$ cat config.mk
export PLATFORM = sky130hd
export DESIGN_NAME = http_request_completeness_check_unit
export DESIGN_NICKNAME = d
export VERILOG_FILES = /design/src/rtl/core/hrcc_pkg.sv /design/src/rtl/core/http_request_completeness_check_unit.sv /design/src/rtl/core/hrcc_front.sv /design/src/rtl/core/hrcc_back.sv
export VERILOG_INCLUDE_DIRS = /design/src /design/src/rtl/core
export SDC_FILE = /design/constraint.sdc
export NUM_CORES = 1
export LEC_CHECK = 0
export ABC_AREA = 1
export BUFFER_PORTS_ARGS = -buffer_cell sky130_fd_sc_hd__buf_2
export CORE_ASPECT_RATIO = 1.4
export CORE_MARGIN = 3
export CORE_UTILIZATION = 55
export DETAILED_ROUTE_END_ITERATION = 6
export GPL_TIMING_DRIVEN = 0
export PLACE_DENSITY = 0.81
export SLEW_MARGIN = 20
export SYNTH_ARGS = -nofsm -noshare
export SYNTH_HDL_FRONTEND = slang
export SYNTH_SLANG_ARGS = --single-unit
$ cat constraint.sdc
create_clock -name clock -period 7.9 [get_ports clock]
set_input_delay 1.185 -clock clock [delete_from_list [all_inputs] [get_ports clock]]
set_output_delay 1.185 -clock clock [all_outputs]
set_load 0.005 [all_outputs]
$ cat src/rtl/core/http_request_completeness_check_unit_defines.svh
// assertion macros for the http request completeness check unit
// no dependencies; included by hrcc_back, the one module that asserts
`ifndef HTTP_REQUEST_COMPLETENESS_CHECK_UNIT_DEFINES_SVH
`define HTTP_REQUEST_COMPLETENESS_CHECK_UNIT_DEFINES_SVH

// same-cycle implication, disabled during reset
`define HRCC_ASSERT_NOW(label, clk, rst, ante, cons) \
   label: assert property (@(posedge clk) disable iff (rst) (ante) |-> (cons)) \
      else $error("hrcc check failed");

// next-cycle implication, disabled during reset
`define HRCC_ASSERT_NEXT(label, clk, rst, ante, cons) \
   label: assert property (@(posedge clk) disable iff (rst) (ante) |=> (cons)) \
      else $error("hrcc check failed");

`endif

$ cat src/rtl/core/hrcc_pkg.sv
// shared types and constants of the http request completeness check unit
// no dependencies
package hrcc_pkg;

   // queue between front and back
   localparam int QUEUE_DEPTH = 4;
   localparam int QUEUE_PTR_W = 2;
   localparam int QUEUE_CNT_W = 3;

   // framing mode codes
   localparam logic [1:0] FM_NONE    = 2'd0;
   localparam logic [1:0] FM_LENGTH  = 2'd1;
   localparam logic [1:0] FM_CHUNKED = 2'd2;

   // key lengths, full tail fill level and terminator done code
   localparam logic [3:0] LEN_KEY_LEN = 4'd15;
   localparam logic [2:0] CHK_KEY_LEN = 3'd7;
   localparam logic [2:0] TAIL_FULL   = 3'd5;
   localparam logic [2:0] TERM_DONE   = 3'd4;

   // characters
   localparam logic [7:0] CH_CR    = 8'h0D;
   localparam logic [7:0] CH_LF    = 8'h0A;
   localparam logic [7:0] CH_ZERO  = 8'h30;
   localparam logic [7:0] CH_PLUS  = 8'h2B;
   localparam logic [7:0] CH_MINUS = 8'h2D;
   localparam logic [7:0] CH_UP_C  = 8'h43;
   localparam logic [7:0] CH_LO_C  = 8'h63;

   typedef enum logic [2:0] {
      PH_IDLE,
      PH_SKIP,
      PH_SPACE,
      PH_PLUS,
      PH_MINUS,
      PH_DIGITS,
      PH_NEG_DIGITS,
      PH_DONE
   } phase_type;

   // one classified byte as it sits in the queue
   typedef struct packed {
      logic [7:0] data;
      logic       first;
      logic       is_space;
      logic       is_digit;
      logic [3:0] digit;
   } item_type;

   function automatic logic [7:0] len_key_char(input logic [3:0] idx);
      logic [7:0] c;
      unique case (idx)
         4'd0:    c = "C";
         4'd1:    c = "o";
         4'd2:    c = "n";
         4'd3:    c = "t";
         4'd4:    c = "e";
         4'd5:    c = "n";
         4'd6:    c = "t";
         4'd7:    c = "-";
         4'd8:    c = "L";
         4'd9:    c = "e";
         4'd10:   c = "n";
         4'd11:   c = "g";
         4'd12:   c = "t";
         4'd13:   c = "h";
         4'd14:   c = ":";
         default: c = 8'h00;
      endcase
      return c;
   endfunction

   function automatic logic [7:0] chk_key_char(input logic [2:0] idx);
      logic [7:0] c;
      unique case (idx)
         3'd0:    c = "c";
         3'd1:    c = "h";
         3'd2:    c = "u";
         3'd3:    c = "n";
         3'd4:    c = "k";
         3'd5:    c = "e";
         3'd6:    c = "d";
         default: c = 8'h00;
      endcase
      return c;
   endfunction

endpackage

$ cat src/rtl/core/http_request_completeness_check_unit.sv
// an accepted byte goes into the queue, then its result into the result register
// throughput: one byte per cycle unless results stall, set by the back part's state update
// the 4-entry queue lets the front keep accepting while the result side stalls, until it fills
// reset: synchronous, active high; clears queue pointers, framing state and result valid
// a byte with first_of_request set starts a new request from the cleared state
// top level: front classifier and queue, back framing state machine and result register
module http_request_completeness_check_unit #(
   parameter int COUNT_WIDTH = 32
) (
   input  logic        clock,
   input  logic        reset,
   // request byte channel
   input  logic        req_valid,
   output logic        req_ready,
   input  logic [7:0]  req_data_byte,
   input  logic        req_first_of_request,
   // result channel, one word per request byte
   output logic        rsp_valid,
   input  logic        rsp_ready,
   output logic        rsp_headers_received,
   output logic [31:0] rsp_body_bytes,
   output logic [1:0]  rsp_framing_mode,
   output logic        rsp_request_valid
);

   // queue link between front and back
   logic               q_valid;
   logic               q_ready;
   hrcc_pkg::item_type q_item;

   // front: byte classification (space, digit, digit value) and queue
   hrcc_front u_front (
      .clock                (clock),
      .reset                (reset),
      .req_valid            (req_valid),
      .req_ready            (req_ready),
      .req_data_byte        (req_data_byte),
      .req_first_of_request (req_first_of_request),
      .q_valid              (q_valid),
      .q_ready              (q_ready),
      .q_item               (q_item)
   );

   // back: key matchers, length parser, body counter, tail check, verdict
   hrcc_back #(
      .COUNT_WIDTH (COUNT_WIDTH)
   ) u_back (
      .clock                (clock),
      .reset                (reset),
      .q_valid              (q_valid),
      .q_ready              (q_ready),
      .q_item               (q_item),
      .rsp_valid            (rsp_valid),
      .rsp_ready            (rsp_ready),
      .rsp_headers_received (rsp_headers_received),
      .rsp_body_bytes       (rsp_body_bytes),
      .rsp_framing_mode     (rsp_framing_mode),
      .rsp_request_valid    (rsp_request_valid)
   );

endmodule

$ cat src/rtl/core/hrcc_front.sv
// front part: accepts request bytes, classifies them, queues them for the back
// depends on hrcc_pkg
module hrcc_front (
   input  logic               clock,
   input  logic               reset,
   input  logic               req_valid,
   output logic               req_ready,
   input  logic [7:0]         req_data_byte,
   input  logic               req_first_of_request,
   output logic               q_valid,
   input  logic               q_ready,
   output hrcc_pkg::item_type q_item
);

   hrcc_pkg::item_type                   mem_ff [hrcc_pkg::QUEUE_DEPTH];
   logic [hrcc_pkg::QUEUE_PTR_W-1:0]     wr_ptr_ff, wr_ptr_in;
   logic [hrcc_pkg::QUEUE_PTR_W-1:0]     rd_ptr_ff, rd_ptr_in;
   logic [hrcc_pkg::QUEUE_CNT_W-1:0]     count_ff, count_in;
   hrcc_pkg::item_type                   cls;
   logic                                 push, pop;

   // byte classification
   always_comb begin
      cls.data     = req_data_byte;
      cls.first    = req_first_of_request;
      cls.is_space = (req_data_byte == 8'd32) ||
                     (req_data_byte >= 8'd9 && req_data_byte <= 8'd13);
      cls.is_digit = (req_data_byte >= 8'h30) && (req_data_byte <= 8'h39);
      cls.digit    = 4'(req_data_byte - 8'h30);
   end

   assign req_ready = (count_ff != hrcc_pkg::QUEUE_CNT_W'(hrcc_pkg::QUEUE_DEPTH));
   assign q_valid   = (count_ff != '0);
   assign q_item    = mem_ff[rd_ptr_ff];
   assign push      = req_valid && req_ready;
   assign pop       = q_valid && q_ready;

   always_comb begin
      wr_ptr_in = push ? wr_ptr_ff + 1'b1 : wr_ptr_ff;
      rd_ptr_in = pop ? rd_ptr_ff + 1'b1 : rd_ptr_ff;
      count_in  = count_ff;
      if (push && !pop) begin
         count_in = count_ff + 1'b1;
      end else if (pop && !push) begin
         count_in = count_ff - 1'b1;
      end
   end

   always_ff @(posedge clock) begin
      if (reset) begin
         wr_ptr_ff <= '0;
         rd_ptr_ff <= '0;
         count_ff  <= '0;
      end else begin
         wr_ptr_ff <= wr_ptr_in;
         rd_ptr_ff <= rd_ptr_in;
         count_ff  <= count_in;
      end
   end

   always_ff @(posedge clock) begin
      if (push) begin
         mem_ff[wr_ptr_ff] <= cls;
      end
   end

endmodule

$ cat src/rtl/core/hrcc_back.sv
// back part: per-request framing state, verdict and result register
// depends on hrcc_pkg and the assertion macro header
`include "http_request_completeness_check_unit_defines.svh"

module hrcc_back #(
   parameter int COUNT_WIDTH = 32
) (
   input  logic               clock,
   input  logic               reset,
   input  logic               q_valid,
   output logic               q_ready,
   input  hrcc_pkg::item_type q_item,
   output logic               rsp_valid,
   input  logic               rsp_ready,
   output logic               rsp_headers_received,
   output logic [31:0]        rsp_body_bytes,
   output logic [1:0]         rsp_framing_mode,
   output logic               rsp_request_valid
);

   // framing state
   logic                      in_body_ff, in_body_in;
   logic [2:0]                term_ff, term_in;
   logic [3:0]                lkey_ff, lkey_in;
   logic                      lfound_ff, lfound_in;
   hrcc_pkg::phase_type       phase_ff, phase_in;
   logic [31:0]               lvalue_ff, lvalue_in;
   logic                      lbad_ff, lbad_in;
   logic [2:0]                ckey_ff, ckey_in;
   logic                      cfound_ff, cfound_in;
   logic [COUNT_WIDTH-1:0]    count_ff, count_in;
   logic [39:0]               tail_ff, tail_in;
   logic [2:0]                fill_ff, fill_in;

   // result register
   logic                      rsp_valid_ff, rsp_valid_in;
   logic                      hdr_ff;
   logic [31:0]               body_ff;
   logic [1:0]                mode_ff;
   logic                      verdict_ff;
   logic                      hdr_in;
   logic [31:0]               body_in;
   logic [1:0]                mode_in;
   logic                      verdict_in;

   logic                      pop;

   assign q_ready = !rsp_valid_ff || rsp_ready;
   assign pop     = q_valid && q_ready;

   always_comb begin
      logic                   c_in_body;
      logic [2:0]             c_term;
      logic [3:0]             c_lkey;
      logic                   c_lfound;
      hrcc_pkg::phase_type    c_phase;
      logic [31:0]            c_lvalue;
      logic                   c_lbad;
      logic [2:0]             c_ckey;
      logic                   c_cfound;
      logic [COUNT_WIDTH-1:0] c_count;
      logic [39:0]            c_tail;
      logic [2:0]             c_fill;
      logic [7:0]             b;
      logic                   neg;
      logic                   run_digit;
      logic [35:0]            v;
      logic [2:0]             zeros;
      logic                   tail_chars_ok;
      logic [7:0]             tb;
      logic [63:0]            count_ext;

      // a new request starts from the reset state
      c_in_body = q_item.first ? 1'b0 : in_body_ff;
      c_term    = q_item.first ? 3'd0 : term_ff;
      c_lkey    = q_item.first ? 4'd0 : lkey_ff;
      c_lfound  = q_item.first ? 1'b0 : lfound_ff;
      c_phase   = q_item.first ? hrcc_pkg::PH_IDLE : phase_ff;
      c_lvalue  = q_item.first ? 32'd0 : lvalue_ff;
      c_lbad    = q_item.first ? 1'b0 : lbad_ff;
      c_ckey    = q_item.first ? 3'd0 : ckey_ff;
      c_cfound  = q_item.first ? 1'b0 : cfound_ff;
      c_count   = q_item.first ? '0 : count_ff;
      c_tail    = q_item.first ? 40'd0 : tail_ff;
      c_fill    = q_item.first ? 3'd0 : fill_ff;
      b         = q_item.data;

      in_body_in = c_in_body;
      term_in    = c_term;
      lkey_in    = c_lkey;
      lfound_in  = c_lfound;
      phase_in   = c_phase;
      lvalue_in  = c_lvalue;
      lbad_in    = c_lbad;
      ckey_in    = c_ckey;
      cfound_in  = c_cfound;
      count_in   = c_count;
      tail_in    = c_tail;
      fill_in    = c_fill;

      neg       = (c_phase == hrcc_pkg::PH_MINUS) || (c_phase == hrcc_pkg::PH_NEG_DIGITS);
      run_digit = 1'b0;
      v         = ({4'd0, c_lvalue} << 3) + ({4'd0, c_lvalue} << 1) + 36'(q_item.digit);

      if (!c_in_body) begin
         // length value parser
         unique case (c_phase)
            hrcc_pkg::PH_SKIP: begin
               phase_in = hrcc_pkg::PH_SPACE;
            end
            hrcc_pkg::PH_SPACE: begin
               if (q_item.is_space) begin
                  phase_in = c_phase;
               end else if (b == hrcc_pkg::CH_PLUS) begin
                  phase_in = hrcc_pkg::PH_PLUS;
               end else if (b == hrcc_pkg::CH_MINUS) begin
                  phase_in = hrcc_pkg::PH_MINUS;
               end else begin
                  run_digit = 1'b1;
               end
            end
            hrcc_pkg::PH_PLUS, hrcc_pkg::PH_MINUS,
            hrcc_pkg::PH_DIGITS, hrcc_pkg::PH_NEG_DIGITS: begin
               run_digit = 1'b1;
            end
            default: begin
               phase_in = c_phase;
            end
         endcase
         if (run_digit) begin
            if (q_item.is_digit) begin
               if (neg && q_item.digit != 4'd0) begin
                  lbad_in = 1'b1;
               end
               if (v[35:32] != 4'd0) begin
                  lbad_in  = 1'b1;
                  phase_in = hrcc_pkg::PH_DONE;
               end else begin
                  lvalue_in = v[31:0];
                  phase_in  = neg ? hrcc_pkg::PH_NEG_DIGITS : hrcc_pkg::PH_DIGITS;
               end
            end else begin
               phase_in = hrcc_pkg::PH_DONE;
            end
         end

         // content-length key matcher
         if (!c_lfound) begin
            if (c_lkey != hrcc_pkg::LEN_KEY_LEN && hrcc_pkg::len_key_char(c_lkey) == b) begin
               lkey_in = c_lkey + 4'd1;
            end else begin
               lkey_in = (b == hrcc_pkg::CH_UP_C) ? 4'd1 : 4'd0;
            end
            if (lkey_in == hrcc_pkg::LEN_KEY_LEN) begin
               lfound_in = 1'b1;
               phase_in  = hrcc_pkg::PH_SKIP;
            end
         end

         // chunked key matcher
         if (!c_cfound) begin
            if (c_ckey != hrcc_pkg::CHK_KEY_LEN && hrcc_pkg::chk_key_char(c_ckey) == b) begin
               ckey_in = c_ckey + 3'd1;
            end else begin
               ckey_in = (b == hrcc_pkg::CH_LO_C) ? 3'd1 : 3'd0;
            end
            if (ckey_in == hrcc_pkg::CHK_KEY_LEN) begin
               cfound_in = 1'b1;
            end
         end

         // header terminator
         if (b == hrcc_pkg::CH_CR) begin
            term_in = (c_term == 3'd2) ? 3'd3 : 3'd1;
         end else if (b == hrcc_pkg::CH_LF) begin
            if (c_term == 3'd1) begin
               term_in = 3'd2;
            end else if (c_term == 3'd3) begin
               term_in    = hrcc_pkg::TERM_DONE;
               in_body_in = 1'b1;
            end else begin
               term_in = 3'd0;
            end
         end else begin
            term_in = 3'd0;
         end
      end else begin
         if (c_count != '1) begin
            count_in = c_count + COUNT_WIDTH'(1);
         end
         tail_in = {c_tail[31:0], b};
         if (c_fill != hrcc_pkg::TAIL_FULL) begin
            fill_in = c_fill + 3'd1;
         end
      end

      // chunked tail check over the last five body bytes
      zeros         = 3'd0;
      tail_chars_ok = 1'b1;
      for (int i = 0; i < 5; i++) begin
         tb = tail_in[8*i +: 8];
         if (tb == hrcc_pkg::CH_ZERO) begin
            zeros = zeros + 3'd1;
         end else if (tb != hrcc_pkg::CH_CR && tb != hrcc_pkg::CH_LF) begin
            tail_chars_ok = 1'b0;
         end
      end

      count_ext = 64'(count_in);
      hdr_in    = in_body_in;
      body_in   = (count_ext > 64'h0000_0000_FFFF_FFFF) ? 32'hFFFF_FFFF : count_ext[31:0];
      if (lfound_in) begin
         mode_in    = hrcc_pkg::FM_LENGTH;
         verdict_in = !lbad_in && (64'(lvalue_in) == count_ext);
      end else if (cfound_in) begin
         mode_in    = hrcc_pkg::FM_CHUNKED;
         verdict_in = (fill_in == hrcc_pkg::TAIL_FULL) && tail_chars_ok && (zeros == 3'd1);
      end else begin
         mode_in    = hrcc_pkg::FM_NONE;
         verdict_in = 1'b1;
      end
   end

   assign rsp_valid_in = pop || (rsp_valid_ff && !rsp_ready);

   always_ff @(posedge clock) begin
      if (reset) begin
         in_body_ff   <= 1'b0;
         term_ff      <= 3'd0;
         lkey_ff      <= 4'd0;
         lfound_ff    <= 1'b0;
         phase_ff     <= hrcc_pkg::PH_IDLE;
         lvalue_ff    <= 32'd0;
         lbad_ff      <= 1'b0;
         ckey_ff      <= 3'd0;
         cfound_ff    <= 1'b0;
         count_ff     <= '0;
         tail_ff      <= 40'd0;
         fill_ff      <= 3'd0;
         rsp_valid_ff <= 1'b0;
      end else begin
         rsp_valid_ff <= rsp_valid_in;
         if (pop) begin
            in_body_ff <= in_body_in;
            term_ff    <= term_in;
            lkey_ff    <= lkey_in;
            lfound_ff  <= lfound_in;
            phase_ff   <= phase_in;
            lvalue_ff  <= lvalue_in;
            lbad_ff    <= lbad_in;
            ckey_ff    <= ckey_in;
            cfound_ff  <= cfound_in;
            count_ff   <= count_in;
            tail_ff    <= tail_in;
            fill_ff    <= fill_in;
         end
      end
   end

   always_ff @(posedge clock) begin
      if (pop) begin
         hdr_ff     <= hdr_in;
         body_ff    <= body_in;
         mode_ff    <= mode_in;
         verdict_ff <= verdict_in;
      end
   end

   assign rsp_valid            = rsp_valid_ff;
   assign rsp_headers_received = hdr_ff;
   assign rsp_body_bytes       = body_ff;
   assign rsp_framing_mode     = mode_ff;
   assign rsp_request_valid    = verdict_ff;

   `HRCC_ASSERT_NOW(a_body_after_term, clock, reset, in_body_ff, term_ff == hrcc_pkg::TERM_DONE)
   `HRCC_ASSERT_NOW(a_parser_armed, clock, reset, lfound_ff, phase_ff != hrcc_pkg::PH_IDLE)
   `HRCC_ASSERT_NOW(a_fill_tracks_count, clock, reset, fill_ff != hrcc_pkg::TAIL_FULL, count_ff == COUNT_WIDTH'(fill_ff))
   `HRCC_ASSERT_NOW(a_no_body_in_header, clock, reset, rsp_valid_ff && !hdr_ff, body_ff == 32'd0)

endmodule

==> impl_results.md, run 1 <==
- Status: finished with violations
- Violated checks: design-rule violations
- Share of cells above drive strength 1: 0.07765
- Worst path max stage delay: 0.61 ns
- CP Data Required Time: 8.26 ns
- Post-Route Setup TNS: 0 ns
- Gate Count Post-Synth: 2448
- Post-Route WL: 52000 microns
- DIE HEIGHT: 207.2 microns
- Overall power: 7.076 mW
- Post-synthesis cell type count: 60
- Clock transition at path regs: 0.06 ns
- Hold/Removal Path Class: reg -> reg
- Placement Cell Area: 16610 sq um
- Leak: 8.634 nW
- Diode count: 0
- Worst IR Drop VDD: 0.3173 mV
- Num rows: 73
- GPL Wtd Cong: 1.006
- Area growth, synth to finish: 9.603%
- Worst hold stages: 2
- Total gr overflow: 0
- Dpl hpwl: 40120 microns
- Clock Skew: 0.02616 ns
- Flop-to-flop setup slack: 1.15 ns
- Ys flop type: dfxtp_1
- Final net count: 2621
- Slew HR: 0.2902
- Clock latency on the worst-skew pair: 0.54 ns
- Fmax: 148.3 MHz
- Number of global-route vias before repair: 15914
- Crit share post-route: 0.8538
- Initial antenna violation count: 0
- CTS H-tree depth: 1
- Post-CTS Hold Buffers: 0
- Mapped Nets: 2548
- FILL cells: 2714
- Setup Crit Path Kind: reg -> reg
- Synth warnings: 0
- Critical path arrival: 7.11 ns
- Starting density of the core: 0.5596
- Async set or reset register ratio after synthesis: 0
- Die area: 31010 sq um
- Mapped cell area: 15900 sq um
- Root Buffer: clkbuf_16
- Drt wl/cell: 17.86 microns
- # IOs: 51
- Post-cts sizing count: 0
- Final Critical Period: 6.745 ns
- Post-synthesis average cell area: 6.493 sq um
- MaxCap Viol Count: 0
- Register-to-Register Path Depth: 34
- Reg-to-reg endpoint: u_back.rsp_request_valid
- Worst setup SP type: flop
- Crit. End Element: flop
- Final instance area: 17420 sq um
- Cell mode on critical path: nand2_1
- Largest fanout on the critical path: 10
- Vias post-DR: 16648
- Total Routing Usage GR: 0.3287
- PortBufs: 49
- Die width: 149.7 microns
- Core ar.: 28410 sq um
- First-pass GRT wire length: 81280 microns
- RSZ-0062 raised after global routing: false
- Setup bufs post-CTS: 0
- Post-synthesis sequential area ratio: 0.3199
- Remaining antenna violation count: 0
- Clk sinks: 214
- Final hold vios: 0
- Post-synth EDFFs: 80
- CTS tree: built
- First drt pass iteration count: 7
- Commonest non-fill, non-tap cell in the layout: nand2_1
- CTS max path bufs: 3
- Power density cells: 406.2 nW/um^2
- TritonCTS Buffers: 22
- Worst path slowest cell: clkbuf_1
- Most frequent cells in the layout: 726 x nand2_1, 328 x inv_1, 237 x nor2_1
- Max Slew Vio Count: 0
- Synthesized flop and latch total: 214
- Worst Setup EP: u_back.rsp_request_valid
- Slew @ Worst Pin: 1.054 ns
- DRC: 3
- Largest net degree at the start of global routing: 46
- Final setup vio count: 0
- Vias/cell: 5.717
- DRT iter0 DRCs: 1697
-- routing by layer --
layer | global-route usage | up-vias | share of wire
li1 | - | 8050 | -
met1 | 0.3772 | 7515 | 0.36
met2 | 0.5600 | 811 | 0.47
met3 | 0.04573 | 272 | 0.077
met4 | 0.2242 | 0 | 0.085
met5 | 0 | - | 0
-- cells by family (layout without fill, tap and decap cells) --
family,Yosys count,in the layout,share of synthesized area
compound gates,367,367,0.1274
fa+ha+maj,87,87,0.06943
simple gates,1283,1283,0.3422
xor+xnor,52,52,0.02952
buf+inv,445,534,0.1116
flops,214,214,0.3199
-- cells in the mapped netlist (3+ instances only) --
| master | instances | area [sq um] |
|---|---|---|
| dfxtp_1 | 134 | 2683 |
| clkbuf_1 | 45 | 168.9 |
| nand2_2 | 20 | 125.1 |
| nor2_2 | 8 | 50.05 |
| a21oi_2 | 3 | 26.28 |
| nand2_1 | 726 | 2725 |
| nor4_1 | 8 | 50.05 |
| nand3_2 | 9 | 90.09 |
| nand4_1 | 14 | 87.58 |
| inv_2 | 25 | 93.84 |
| nor2_4 | 3 | 33.78 |
| or2_1 | 3 | 18.77 |
| and3_1 | 3 | 18.77 |
| buf_1 | 9 | 33.78 |
| or2_2 | 8 | 50.05 |
| inv_1 | 328 | 1231 |
| and2_1 | 5 | 31.28 |
| buf_4 | 8 | 60.06 |
| o21bai_1 | 4 | 30.03 |
| buf_6 | 5 | 56.30 |
| edfxtp_1 | 80 | 2402 |
| a21oi_1 | 138 | 690.7 |
| clkinv_1 | 4 | 15.01 |
| o2111ai_1 | 3 | 26.28 |
| nor3_1 | 32 | 160.2 |
| o21ai_0 | 142 | 710.7 |
| o211ai_1 | 12 | 90.09 |
| buf_2 | 20 | 100.1 |
| o22ai_1 | 4 | 25.02 |
| xor2_1 | 38 | 332.8 |
| o21a_1 | 3 | 22.52 |
| a211oi_1 | 7 | 52.55 |
| a31oi_1 | 7 | 43.79 |
| o221ai_1 | 11 | 96.34 |
| nand3_1 | 185 | 925.9 |
| xnor2_1 | 13 | 113.9 |
| ha_1 | 85 | 1064 |
| nand3b_1 | 13 | 97.59 |
| nor2_1 | 237 | 889.6 |
| o21ai_1 | 20 | 100.1 |
-- through the flow --
stage | utilization | cells | worst slack, ns | hold WS [ns]
finish | 0.6133 | 2912 | 1.155 | 0.4705
global route | 0.6133 | 2912 | 0.7429 | 0.5046
CTS | 0.6133 | 2912 | 1.395 | 0.4683
detailed placement | 0.5849 | 2872 | 1.462 | 0.4591
global placement | 0.5847 | 2872 | 1.522 | 0.4471
floorplan | - | 2448 | 3.423 | 0.4362
-- power breakdown --
| part | internal [mW] | switching, mW | total, mW | leakage, nW |
|---|---|---|---|---|
| Combinational | 1.15 | 2.85 | 4.00 | 6.38 |
| Clock | 0.727 | 0.474 | 1.20 | 0.384 |
| Sequential | 1.63 | 0.250 | 1.88 | 1.87 |
| Total | 3.50 | 3.58 | 7.08 | 8.63 |
-- cell type report --
type	instances	area (sq um)	share of cell area
multi-input combinational	1789	9037	0.5187
clock inverter	14	220.2	0.01264
clock buffer	26	586.8	0.03368
sequential	214	5085	0.2919
tap	375	469.2	0.02693
inverter	357	1340	0.07692
buffer	88	437.9	0.02514
timing repair buffer	49	245.2	0.01408
-- sequential cells by signal, indices dropped and copies added, names as in the netlist, 2 cells and up, named ones only --
register                 flops
u_front.count_ff             3
u_back.lvalue_ff            32
u_back.fill_ff               3
u_back.term_ff               3
u_back.phase_ff              3
u_front.mem_ff              44
u_back.rsp_body_bytes       32
u_back.count_ff             32
u_back.ckey_ff               3
u_front.rd_ptr_ff            2
u_front.wr_ptr_ff            2
u_back.rsp_framing_mode      2
u_back.tail_ff              40
u_back.lkey_ff               4
-- critical path, delay by kind of cell (launching register included) --
| kind | cells | cell delay [ns] |
|---|---|---|
| fa+ha+maj | 2 | 0.73 |
| compound gates | 1 | 0.33 |
| flops | 1 | 0.39 |
| simple gates | 26 | 3.23 |
| buf+inv | 5 | 1.87 |
-- worst min-delay path by stage --
stage / slack (ns) / start / end
floorplan: 0.44 / u_front.rd_ptr_ff[1] / flop
global placement: 0.45 / u_front.rd_ptr_ff[1] / u_front.rd_ptr_ff[1]
detailed placement: 0.46 / u_front.rd_ptr_ff[1] / u_front.rd_ptr_ff[1]
CTS: 0.47 / u_front.rd_ptr_ff[1] / u_front.rd_ptr_ff[1]
global route: 0.50 / u_back.lvalue_ff[26] / u_back.lvalue_ff[26]
finish: 0.47 / u_front.rd_ptr_ff[1] / u_front.rd_ptr_ff[1]
Note: power is estimated with default switching activity, not from simulation.
==> inputs of run 2 (changes only) <==
- BUFFER_PORTS_ARGS: -buffer_cell sky130_fd_sc_hd__buf_2 -> -buffer_cell sky130_fd_sc_hd__buf_4
==> impl_results.md, run 2 (synthesis gave the netlist of run 1 again) <==
- Clock Skew: 0.02709 ns (+0.0009343 ns)
- Num rows: 73 (unchanged)
- DIE HEIGHT: 207.2 microns (unchanged)
- Final Critical Period: 6.879 ns (+0.1342 ns)
- MaxCap Viol Count: 0 (unchanged)
- CTS max path bufs: 3 (unchanged)
- Worst Path Buf+Inv: 6 (+1)
- Status: complete, no violations
- Clk sinks: 214 (unchanged)
- Top reg by flops: u_front.mem_ff
- Diode count: 0 (unchanged)
- RSZ-0062 raised after global routing: false
- Max reg flops: 44 (unchanged)
- Worst-case hold slack: 0.4710 ns (+0.0005260 ns)
- Largest net degree at the start of global routing: 46 (unchanged)
- CTS tree: built
- Starting density of the core: 0.5596 (unchanged)
- # IOs: 51 (unchanged)
- First drt pass iteration count: 6 (-1)
- Post-Route Setup TNS: 0 ns (unchanged)
- Dpl hpwl: 41140 microns (+2.6%)
- Share of cells above drive strength 1: 0.08074 (+0.003090)
- Largest fanout on the critical path: 10 (unchanged)
- Fmax: 145.4 MHz (-2.0%)
- GPL Wtd Cong: 0.9981 (-0.79%)
- Delay-heaviest family, CP: simple AND/OR/NAND/NOR gates
- Worst path slowest cell: clkbuf_1
- FILL cells: 2670 (-1.6%)
- Flop-to-flop setup slack: 1.02 ns (-0.13 ns)
- Total Routing Usage GR: 0.3378 (+0.009054)
- Core ar.: 28410 sq um (unchanged)
- Clock latency on the worst-skew pair: 0.56 ns (+0.02 ns)
- Final hold vios: 0 (unchanged)
- Worst IR Drop VDD: 0.3023 mV (-4.7%)
- Worst setup SP type: flop
- Total gr overflow: 0 (unchanged)
- Hold/Removal Path Class: reg -> reg
- Worst Setup EP: u_back.rsp_request_valid
- Initial antenna violation count: 0 (unchanged)
- Final net count: 2622 (+0.038%)
- DRC: 0 (-3)
- Critical path arrival: 7.26 ns (+0.15 ns)
- Slew @ Worst Pin: 1.036 ns (-0.01786 ns)
- Number of global-route vias before repair: 16188 (+1.7%)
- Post-cts sizing count: 0 (unchanged)
- Power density cells: 406.5 nW/um^2 (about the same)
- DRT iter0 DRCs: 1587 (-6.5%)
- Drt wl/cell: 18.30 microns (+2.5%)
- Post-layout util: 0.6184 (+0.005065)
- Final setup vio count: 0 (unchanged)
- Reg-to-reg endpoint: u_back.rsp_request_valid
- Root Buffer: clkbuf_16
- Die area: 31010 sq um (unchanged)
- Vias post-DR: 16643 (-0.030%)
- Biggest regs: u_front.mem_ff (44), u_back.tail_ff (40)
- Register-to-Register Path Depth: 36 (+5.9%)
- Die width: 149.7 microns (unchanged)
- Setup bufs post-CTS: 0 (unchanged)
- CTS H-tree depth: 1 (unchanged)
- Area growth, synth to finish: 10.51%
- Commonest non-fill, non-tap cell in the layout: nand2_1
- Clock transition at path regs: 0.06 ns (about the same)
- Most frequent cells in the layout: 726 x nand2_1, 328 x inv_1, 236 x nor2_1
- Crit. End Element: flop
- Vias/cell: 5.711 (about the same)
- PortBufs: 49 (unchanged)
- Setup Crit Path Kind: reg -> reg
- Post-CTS Hold Buffers: 0 (unchanged)
- Max Slew Vio Count: 0 (unchanged)
- WP depth: 36 (+5.9%)
- Leak: 8.680 nW (+0.54%)
- Remaining antenna violation count: 0 (unchanged)
- Worst path max stage delay: 0.65 ns (+0.04 ns)
- Post-Route WL: 53320 microns (+2.5%)
- Slew HR: 0.3070 (+0.01678)
- TritonCTS Buffers: 23 (+4.5%)
- First-pass GRT wire length: 82940 microns (+2.0%)
- Cell mode on critical path: nand2_1
- Crit share post-route: 0.8708 (+0.01699)
- CP Data Required Time: 8.28 ns (+0.02 ns)
run 2: cell count changes in the layout (fill, tap and decap cells not counted), moves of 2 or more:
cell,change
buf_2,-49
buf_4,+49
clkinv_1,-3
inv_6,+3
clkbuf_1,-2
clkinv_2,+2
clkinvlp_4,+2
run 2: how the worst min path moves through the flow:
stage,slack (ns),cells after the start,start,to
3_5_place_dp,0.47,2,u_front.rd_ptr_ff[1],u_front.rd_ptr_ff[1]
2_1_floorplan,0.44,2,u_front.rd_ptr_ff[1],flop
5_1_grt,0.51,1,u_front.rd_ptr_ff[0],u_front.rd_ptr_ff[0]
4_1_cts,0.47,2,u_front.rd_ptr_ff[1],u_front.rd_ptr_ff[1]
3_3_place_gp,0.45,2,u_front.rd_ptr_ff[1],flop
6_report,0.47,2,u_front.rd_ptr_ff[1],u_front.rd_ptr_ff[1]
run 2: worst min-delay path, cell delays in order (launching register included):
cell and delay [ns]:
dfxtp_1 0.30, inv_1 0.05, a21oi_1 0.07
run 2: final cells by class:
class	instances	area, sq um	area share
sequential	214	5085	0.2895
multi-input combinational	1789	9039	0.5146
timing repair buffer	49	367.9	0.02094
clock inverter	17	234.0	0.01332
clock buffer	25	593.1	0.03376
inverter	357	1340	0.07629
tap	375	469.2	0.02671
buffer	88	437.9	0.02493
run 2: per-layer routing:
metal  track usage  vias up  routed length (microns)
li1              -     8045                        -
met1        0.3893     7551                    19460
met4        0.2438        0                     4400
met3       0.04595      255                     4188
met5             0        -                        0
met2        0.5677      792                    25260
run 2: where the power goes:
group	total [mW]	internal [mW]	switching (mW)
registers	1.88	1.63	0.257
logic	4.05	1.19	2.86
clock network	1.21	0.713	0.494
total	7.14	3.53	3.61
run 2: through the flow:
stage	std cells	setup WS, ns	total power, mW	instance area [sq um]
after detailed placement	2872	1.315	5.798	16740
after CTS	2914	1.283	7.022	17560
after floorplan	2448	3.423	4.451	15900
final	2914	1.021	7.140	17570
after global placement	2872	1.429	5.716	16730
after global routing	2914	0.6373	7.603	17570
==> inputs of run 3 (changes only) <==
- CTS_BUF_LIST: unset -> sky130_fd_sc_hd__clkbuf_4
==> impl_results.md, run 3 (synthesis gave the netlist of run 1 again) <==
- Status: finished with violations
- Violated checks: design-rule violations
- Slew @ Worst Pin: 1.022 ns (-0.01328 ns)
- Crit. End Element: flop
- Max Slew Vio Count: 0 (unchanged)
- CP Data Required Time: 8.45 ns (+0.17 ns)
- Largest fanout on the critical path: 10 (unchanged)
- Crit share post-route: 0.8618 (-0.009024)
- Top reg by flops: u_front.mem_ff
- Critical path arrival: 7.36 ns (+0.10 ns)
- Clock Skew: 0.07250 ns (+0.04541 ns)
- Slew HR: 0.3158 (+0.008889)
- Total gr overflow: 0 (unchanged)
- Num rows: 73 (unchanged)
- RSZ-0062 raised after global routing: false
- Cell mode on critical path: nand2_1
- Share of cells above drive strength 1: 0.09449 (+0.01374)
- Wire length on met3: 4358 microns (+4.1%)
- Overall power: 6.881 mW (-3.6%)
- Biggest regs: u_front.mem_ff (44), u_back.tail_ff (40)
- Clock latency on the worst-skew pair: 0.73 ns (+0.17 ns)
- DRT iter0 DRCs: 1513 (-4.7%)
- Die width: 149.7 microns (unchanged)
- CTS H-tree depth: 2 (+1)
- Clock transition at path regs: 0.07 ns (about the same)
- Worst path max stage delay: 0.66 ns (about the same)
- Number of global-route vias before repair: 16285 (+0.60%)
- Placement Cell Area: 16740 sq um (unchanged)
- Vias post-DR: 16824 (+1.1%)
- Post-Route WL: 53340 microns (about the same)
- Fin cells: 2969 (+1.9%)
- WL met2: 25600 microns (+1.3%)
- Final hold vios: 0 (unchanged)
- Post-CTS Hold Buffers: 0 (unchanged)
- Met1 WL: 19200 microns (-1.3%)
- Top routing layer in use: met4
- Post-layout util: 0.6131 (-0.005241)
- Final Critical Period: 6.808 ns (-0.07129 ns)
- Worst IR Drop VDD: 0.2158 mV (-29%)
- Max reg flops: 44 (unchanged)
- CTS tree: built
- Final instance area: 17420 sq um (-0.85%)
- Vias/cell: 5.667 (-0.79%)
- PortBufs: 49 (unchanged)
- Post-Route Setup TNS: 0 ns (unchanged)
- Worst setup SP type: flop
- Dpl hpwl: 41140 microns (unchanged)
- Worst path slowest cell: clkbuf_1
- Area growth, synth to finish: 9.572%
- Drt wl/cell: 17.97 microns (-1.8%)
- Die area: 31010 sq um (unchanged)
- Number of cells after detailed placement: 2872 (unchanged)
- Remaining antenna violation count: 0 (unchanged)
- Largest net degree at the start of global routing: 46 (unchanged)
- Initial antenna violation count: 1 (+1)
- GPL Wtd Cong: 0.9981 (unchanged)
- Most frequent cells in the layout: 726 x nand2_1, 328 x inv_1, 236 x nor2_1
- Power density cells: 395.1 nW/um^2 (-2.8%)
- First-pass GRT wire length: 82920 microns (about the same)
- Total Routing Usage GR: 0.3384 (+0.0005932)
- CTS max path bufs: 3 (unchanged)
- Starting density of the core: 0.5596 (unchanged)
- Post-cts sizing count: 0 (unchanged)
- TritonCTS Buffers: 54 (+130%)
- MaxCap Viol Count: 0 (unchanged)
- # IOs: 51 (unchanged)
- Hold/Removal Path Class: reg -> reg
- Root Buffer: clkbuf_4
- Core ar.: 28410 sq um (unchanged)
- Setup Crit Path Kind: reg -> reg
- Final net count: 2653 (+1.2%)
- Final setup vio count: 0 (unchanged)
- First drt pass iteration count: 7 (+1)
- Setup bufs post-CTS: 0 (unchanged)
- DIE HEIGHT: 207.2 microns (unchanged)
- Commonest non-fill, non-tap cell in the layout: nand2_1
- Clk sinks: 214 (unchanged)
- Leak: 8.687 nW (about the same)
- DRC: 1 (+1)
- Fmax: 146.9 MHz (+1.0%)
-- run 3: cell types whose count changed in the layout (fill, tap and decap cells not counted), sizes merged --
cell      change
clkbuf       +42
bufinv        -3
clkinv       +21
clkinvlp      -3
diode         +1
inv           -3
-- run 3: path summary, 6_finish.rpt --
| kind | cells past startpoint | start | endpoint | slack [ns] |
|---|---|---|---|---|
| max | 32 | flop | u_back.rsp_request_valid | 1.09 |
| min | 2 | u_front.rd_ptr_ff[1] | u_front.rd_ptr_ff[1] | 0.47 |
| max reg2reg | 32 | flop | u_back.rsp_request_valid | 1.09 |
| min reg2reg | 2 | u_front.rd_ptr_ff[1] | u_front.rd_ptr_ff[1] | 0.47 |
-- run 3: routing by layer --
| metal | up-vias | track usage |
|---|---|---|
| met5 | - | 0 |
| met4 | 0 | 0.2374 |
| met3 | 251 | 0.05536 |
| met2 | 845 | 0.5730 |
| met1 | 7595 | 0.3832 |
| li1 | 8133 | - |
-- run 3: where the power goes --
group	internal, mW	total (mW)	switching, mW
clock network	0.470	0.956	0.486
logic	1.19	4.04	2.85
registers	1.63	1.88	0.254
total	3.29	6.88	3.59
-- run 3: critical path, delay by kind of cell, from the launching register on --
family / cells / cell delay (ns)
flops: 1 / 0.38
buf+inv: 5 / 1.94
simple gates: 24 / 3.23
fa+ha+maj: 2 / 0.72
compound gates: 1 / 0.37
-- run 3: per-stage QoR --
stage / setup slack (ns) / hold slack [ns]
floorplan: 3.423 / 0.4362
global placement: 1.429 / 0.4463
detailed placement: 1.315 / 0.4653
CTS: 1.320 / 0.4751
global route: 0.6255 / 0.5153
finish: 1.092 / 0.4747
-- run 3: area by class of cell --
cell class | count | area (sq um)
buffer | 88 | 437.9
fill | 2739 | 10990
inverter | 357 | 1340
clock inverter | 29 | 172.7
tap | 375 | 469.2
sequential | 214 | 5085
antenna | 1 | 2.502
clock buffer | 67 | 503.0
multi-input combinational | 1789 | 9039
timing repair buffer | 49 | 367.9
